$ cat src/sv/rrts_pkg.sv
// shared types and constants of the round-robin task scheduler
package rrts_pkg;

	localparam int MAX_TASKS = 16;
	localparam int IDX_W = $clog2(MAX_TASKS);
	localparam int CNT_W = $clog2(MAX_TASKS + 1);
	localparam int ID_W = 16;
	localparam int QTIME_W = 32;
	localparam int SLEEP_W = 22;
	localparam int UNITS_W = 16;
	localparam int QUANT_W = 8;
	localparam int CFG_ADDR_W = 1;
	localparam int IN_W = 40;
	localparam int OUT_W = 72;

	localparam logic [ID_W-1:0] ID_LAST = '1;
	localparam logic [CFG_ADDR_W-1:0] CFG_SHORT_QUANTUM = 1'd0;
	localparam logic [CFG_ADDR_W-1:0] CFG_LONG_QUANTUM = 1'd1;
	localparam logic [QUANT_W-1:0] SHORT_QUANTUM_RST = 8'd10;
	localparam logic [QUANT_W-1:0] LONG_QUANTUM_RST = 8'd20;

	typedef enum logic [2:0] {
		OP_CREATE, OP_REMOVE, OP_TICK, OP_SUSPEND,
		OP_WAKE, OP_FINISH, OP_DISPATCH, OP_QUERY
	} op_t;

	typedef enum logic [1:0] {
		TS_READY, TS_RUNNING, TS_WAITING, TS_TERMINATED
	} tstate_t;

	typedef enum logic [1:0] {
		STS_OK, STS_MISS, STS_IDLE_WAIT, STS_EMPTY
	} status_t;

	typedef enum logic [1:0] {
		FSM_IDLE, FSM_SCAN, FSM_ROTATE, FSM_FINISH
	} fsm_t;

	typedef struct packed {
		logic [ID_W-1:0]    id;
		tstate_t            st;
		logic               lng;
		logic [QTIME_W-1:0] queued;
		logic [SLEEP_W-1:0] sleep;
	} cell_t;

	// broadcast command from the sequencer to every cell
	typedef struct packed {
		logic [CNT_W-1:0]   total;
		logic               shift_en;
		logic [CNT_W-1:0]   shift_lo;
		logic [CNT_W-1:0]   shift_hi;
		logic               load_en;
		logic [IDX_W-1:0]   load_idx;
		cell_t              load_data;
		logic               tick_en;
		logic [QUANT_W-1:0] quantum;
		logic               st_en;
		logic [IDX_W-1:0]   st_idx;
		tstate_t            st_val;
		logic               slp_en;
		logic [SLEEP_W-1:0] slp_val;
		logic               wake_en;
		logic [ID_W-1:0]    wake_id;
	} cell_cmd_t;

endpackage

$ cat src/sv/rrts_cell.sv
// one list position of the scheduler: a task slot that can take its right neighbor
module rrts_cell (
	input  logic                     clk,
	input  logic [rrts_pkg::IDX_W-1:0] idx,
	input  rrts_pkg::cell_cmd_t      cmd,
	input  rrts_pkg::cell_t          right,
	output rrts_pkg::cell_t          cell_q
);
	import rrts_pkg::*;

	logic               live;
	logic               in_shift;
	logic [QTIME_W:0]   qsum;
	cell_t              nxt;

	assign live = {1'b0, idx} < cmd.total;
	assign in_shift = ({1'b0, idx} >= cmd.shift_lo) && ({1'b0, idx} < cmd.shift_hi);
	assign qsum = {1'b0, cell_q.queued} + {{(QTIME_W + 1 - QUANT_W){1'b0}}, cmd.quantum};

	always_comb begin
		nxt = cell_q;
		if (cmd.load_en && cmd.load_idx == idx) begin
			nxt = cmd.load_data;
		end else if (cmd.shift_en && in_shift) begin
			nxt = right;
		end else begin
			if (cmd.st_en && cmd.st_idx == idx) begin
				nxt.st = cmd.st_val;
				if (cmd.slp_en) begin
					nxt.sleep = cmd.slp_val;
				end
			end
			if (cmd.tick_en && live) begin
				case (cell_q.st)
					TS_READY: begin
						nxt.queued = qsum[QTIME_W] ? '1 : qsum[QTIME_W-1:0];
					end
					TS_WAITING: begin
						// wake once the remaining sleep is used up
						if (cell_q.sleep <= {{(SLEEP_W - QUANT_W){1'b0}}, cmd.quantum}) begin
							nxt.st = TS_READY;
							nxt.sleep = '0;
						end else begin
							nxt.sleep = cell_q.sleep
								- {{(SLEEP_W - QUANT_W){1'b0}}, cmd.quantum};
						end
					end
					default: ;
				endcase
			end
			if (cmd.wake_en && live && cell_q.id == cmd.wake_id
				&& cell_q.st == TS_WAITING) begin
				nxt.st = TS_READY;
				nxt.sleep = '0;
			end
		end
	end

	always_ff @(posedge clk) begin
		cell_q <= nxt;
	end

endmodule

$ cat config.mk
export PLATFORM = sky130hd
export DESIGN_NAME = rrts_cell
export DESIGN_NICKNAME = d
export VERILOG_FILES = /design/src/sv/rrts_pkg.sv /design/src/sv/rrts_cell.sv
export SDC_FILE = /design/constraint.sdc
export NUM_CORES = 1
export LEC_CHECK = 0
export ABC_AREA = 1
export BUFFER_PORTS_ARGS = -buffer_cell sky130_fd_sc_hd__buf_2
export CAP_MARGIN = 20
export CELL_PAD_IN_SITES_DETAIL_PLACEMENT = 0
export CELL_PAD_IN_SITES_GLOBAL_PLACEMENT = 1
export CORE_UTILIZATION = 36
export DETAILED_ROUTE_END_ITERATION = 10
export PLACE_DENSITY_LB_ADDON = 0.1
export SYNTH_ARGS = -nofsm -noshare
export SYNTH_HDL_FRONTEND = slang
export SYNTH_SLANG_ARGS = --single-unit
$ cat constraint.sdc
create_clock -name clk -period 13.2 [get_ports clk]
set_input_delay 0 -clock clk [delete_from_list [all_inputs] [get_ports clk]]
set_output_delay 0 -clock clk [all_outputs]
set_load 0.005 [all_outputs]
==> results.md <==
Run status:
- The flow ran to the end, and the final reports show no timing, DRC or antenna violations.

Worst setup path:
- The required arrival time at the worst endpoint is about 13 ns.
- The arrival time at the worst endpoint is 3.13 ns.
- The termination of the worst setup path is cell_q[2].
- On the critical path, the stage with the largest delay is an instance of sky130_fd_sc_hd__dlygate4sd3_1.
- Measured in cells, the most critical reg-to-reg path has a length of 15.
- The startpoint type of the worst setup path is a flip-flop.
- The most repeated library cell on the critical path is sky130_fd_sc_hd__nand2_2.
- The kind of capture point of the worst setup path is a flip-flop.
- The launching instance or port of the critical path is cell_q[0].
- The peak per-stage delay on the critical path is 0.54 ns.
- The critical path is of the flip-flop to flip-flop type.
- The endpoint identified for the worst register-to-register timing path is cell_q[2].
- The setup check on the worst reg-to-reg path leaves a slack of 10.31 ns.
- Traced cell by cell, the critical path runs through inv_1, ha_1, inv_1, fa_1, nand3_1, nand2_2, nand2_2, nand3_2, nand2_2, nand2_4, nor2_4, nor2_8, a21oi_1, nor2_1, dlygate4sd3_1.
- Along the worst path, the maximum fanout reaches 15.
- The startpoint of the worst-slack reg-to-reg timing path is cell_q[0].

Yosys:
- After technology mapping, the gate count stands at around 1200.
- The average cell area after synthesis is about 6.2 um2.
- The fraction of synthesis flops using an asynchronous set or reset pin is 0%.
- The fraction of the yosys area taken by sequential cells is 26.4%.
- Sorting the synthesized cells by area gives the leading types as sky130_fd_sc_hd__nand2_1 22%, sky130_fd_sc_hd__edfxtp_1 20%, sky130_fd_sc_hd__inv_1 8.0%.
- The number of nets in the synthesized netlist is roughly 1500.
- The top cell type by total area after synthesis is sky130_fd_sc_hd__nand2_1.
- The share of synthesized area in the top cell type comes to 22.0%.
- The count of warnings emitted by yosys is 0.
- Yosys mapped a number of flops with a built-in enable equal to 49.
- After synthesis the cells add up to 0.00740 mm2.
- The synthesized design contains 73 register bits.
- The dominant synthesized flop cell is sky130_fd_sc_hd__edfxtp_1.
- The synthesized netlist contains 49 unique library cells.

STA:
- The clock period minus worst slack is 2.89 ns.
- The count of pins over their slew limit was 0.
- The fraction of the cycle the final worst path needs is 21.9%.
- The total negative slack for setup checks is 0 ns.
- The maximum achievable frequency is between 300 and 400 MHz.
- Setup violations remaining at the end of the flow were counted as 0.
- The slew of the pin with the lowest slew margin is 1.03 ns.
- The number of hold-slack violations in the final timing report was 0.
- For the final database, setup skew stands at 0.00500 ns.
- The worst pin sits at a relative slew slack of a little under a third.
- Setup repair after global routing left no endpoint under its margin.

CTS:
- The post-cts hold buffer count is about 110.
- The clock latency on the worst-skew pair is 0.35 ns.
- The cell at the root of the clock tree is sky130_fd_sc_hd__clkbuf_16.
- The clock passes through at most 2 buffers.
- For this design, the sink count on the clock tree is 73.
- Gates resized during post-CTS repair numbered 0.
- The number of levels the H-tree was split into is 3.
- Clock-pin slew was measured on the worst setup and hold paths at about 0.06 ns.
- Buffers added to address setup during post-CTS repair amount to 0.
- TritonCTS built the clock tree.
- The number of clock buffers added by TritonCTS is 9.

Power and ir drop:
- Summed over all cells, the static leakage comes to 5.62 nW.
- The post-route total power is approximately 0.0014 W.
- The largest vdd supply drop is 74.6 uV.
- The power per standard cell area is roughly 130 mW/mm2.

Placement:
- Once placement finished, the instance area stood at roughly 0.009 mm2.
- The weighted congestion at the end of routability-driven global placement is 0.883.
- The wire-length estimate of the detail-placed layout is 20.6 mm.
- The number of buffers inserted by port buffering is 300.

Routing:
- The total detailed-routing wirelength is 27.0 mm.
- The remaining antenna violation count is 0.
- The detailed router's first-iteration violation count is 493.
- For this block, the via count after detailed routing is 8882.
- After detailed routing, the number of remaining DRC violations is 0.
- The number of detailed-route iterations in the first pass is 5.
- Using the TritonRoute via totals, the vias-per-cell ratio works out to 4.77.
- The average wire length per cell after detail routing is between 10 and 15 um.

Global routing:
- The largest net degree at the start of global routing is 77.
- The via count of the first global-routing pass is 8541.
- The all-layer global routing usage is 25.3%.
- The number of antenna violations at the first check in global routing is 4.
- After global routing the overflow that remains totals 0.
- The first-pass GRT wire length is 42.6 mm.

Floorplan:
- The initial core utilization is 36.7%.
- The floorplan step defined a die boundary enclosing between 0.02 and 0.025 mm2.
- The floorplan has 52 rows.
- In this run the vertical extent of the chip is 145 um.
- The die is 145 um wide.
- After floorplanning, the core was sized to cover 0.0202 mm2.
- 301 I/O pins were placed.

Layout:
- The register with the most flip-flops in the layout has 73 of them.
- At the end of the flow, the number of nets in the layout was 1840.
- The signed area change from the synthesized netlist to the final layout is 41.6%.
- In the final layout, the registers with the most flip-flops are cell_q: 73 flops.
- The layout has 2185 filler cells.
- The share of cells above drive strength 1 is 24.4%.
- With fillers left out, the area of the finished cells amounts to 0.0105 mm2.
- The register ranked first by flip-flop count is cell_q.

Run:
- The tool flagged a number of max-cap violations equal to 0.

Min path:
- The worst min-delay path category is input port to flip-flop.
-- cell families after synthesis --
| kind of cell | count (synthesis) | share of synthesized area, % |
|---|---|---|
| and+or+nand+nor | 765 | 45.7 |
| buffers and inverters | 202 | 11.3 |
| AOI/OAI and AO/OA | 105 | 8.44 |
| DFF | 73 | 26.4 |
| adders and majority gates | 28 | 4.94 |
| xor gates and xnor gates | 18 | 2.13 |
| muxes | 8 | 1.10 |
-- worst min-delay path by stage --
| stage | cells after the start | start | end | slack (ns) |
|---|---|---|---|---|
| 2_1_floorplan | 2 | cmd[57] | cell_q[1] | 0.11 |
| 3_3_place_gp | 3 | cmd[59] | cell_q[3] | 0.20 |
| 3_5_place_dp | 3 | cmd[59] | cell_q[3] | 0.20 |
| 4_1_cts | 3 | cmd[94] | cell_q[38] | 0.0005 |
| 5_1_grt | 5 | right[21] | cell_q[21] | 0.03 |
| 6_report | 5 | right[21] | cell_q[21] | 0.01 |
-- through the flow --
step	cells	utilization (%)	hold slack, ns	worst slack (ns)
global placement	1735	44.9	0.201	10.23
global route	1863	51.9	0.0298	9.99
finish	1863	51.9	0.0108	10.31
detailed placement	1735	44.9	0.205	10.17
floorplan	1199	-	0.110	8.16
CTS	1858	51.8	0.000517	10.36
-- critical path: cells and delay by family, from the launching register on --
kind                       cells  cell delay [ns]
adders and majority gates      2             0.60
buffers and inverters          3             0.70
DFF                            1             0.34
AOI/OAI and AO/OA              1             0.18
and+or+nand+nor                9             0.94
-- Yosys cell counts, drive strengths merged, types with 7 or more instances --
master  number
buf         29
nor2       140
mux2i        7
a31oi       12
edfxtp      49
nor3        16
nand3b      11
o21ai       27
dfxtp       24
nand4       19
nand2      446
ha          26
clkbuf       7
nand3      127
xor2        11
xnor2        7
inv        166
a21oi       57
-- layout by cell type (no fill, tap or decap), types with 4 or more instances in the layout --
cell type | netlist | final
sky130_fd_sc_hd__xor2_1 | 11 | 11
sky130_fd_sc_hd__a21oi_2 | 12 | 12
sky130_fd_sc_hd__nand2_1 | 434 | 434
sky130_fd_sc_hd__a21oi_1 | 44 | 44
sky130_fd_sc_hd__ha_1 | 26 | 26
sky130_fd_sc_hd__diode_2 | 0 | 4
sky130_fd_sc_hd__clkbuf_16 | 0 | 9
sky130_fd_sc_hd__inv_2 | 8 | 7
sky130_fd_sc_hd__a31oi_1 | 12 | 12
sky130_fd_sc_hd__nand3b_1 | 11 | 11
sky130_fd_sc_hd__buf_2 | 21 | 300
sky130_fd_sc_hd__nor3_1 | 14 | 14
sky130_fd_sc_hd__inv_1 | 158 | 158
sky130_fd_sc_hd__nand3_2 | 15 | 15
sky130_fd_sc_hd__xnor2_1 | 7 | 7
sky130_fd_sc_hd__nor2_4 | 8 | 8
sky130_fd_sc_hd__nand2_2 | 9 | 9
sky130_fd_sc_hd__nor2_1 | 128 | 128
sky130_fd_sc_hd__dfxtp_1 | 24 | 24
sky130_fd_sc_hd__mux2i_1 | 7 | 7
sky130_fd_sc_hd__edfxtp_1 | 49 | 49
sky130_fd_sc_hd__nand4_1 | 18 | 18
sky130_fd_sc_hd__dlygate4sd3_1 | 0 | 107
sky130_fd_sc_hd__nand3_1 | 112 | 112
sky130_fd_sc_hd__o21ai_0 | 25 | 25
-- per-layer routing --
metal / GRT usage (%) / vias to the layer above / wire length (um)
met2: 45.6 / 234 / 13400
met1: 31.8 / 4011 / 12100
met5: 0 / - / 0
li1: - / 4609 / -
met4: 7.05 / 0 / 443
met3: 3.04 / 28 / 1040
-- area by class of cell --
type,instances,area (um2),share of cell area (%)
Multi-Input combinational cell,924,4620,44.1
Timing Repair Buffer,410,2610,24.9
Sequential cell,73,1950,18.6
Inverter,166,626,5.97
Tap cell,270,338,3.22
Clock buffer,9,225,2.15
Clock inverter,7,103,0.979
Antenna cell,4,10.0,0.0955
-- where the power goes --
part | switching (W) | leakage (nW) | internal, W
sequential | 0.0000919 | 0.665 | 0.000319
clock | 0.000114 | 0.156 | 0.000167
combinational | 0.000361 | 4.80 | 0.000305
No activity file was read; power rests on OpenSTA's default activity.
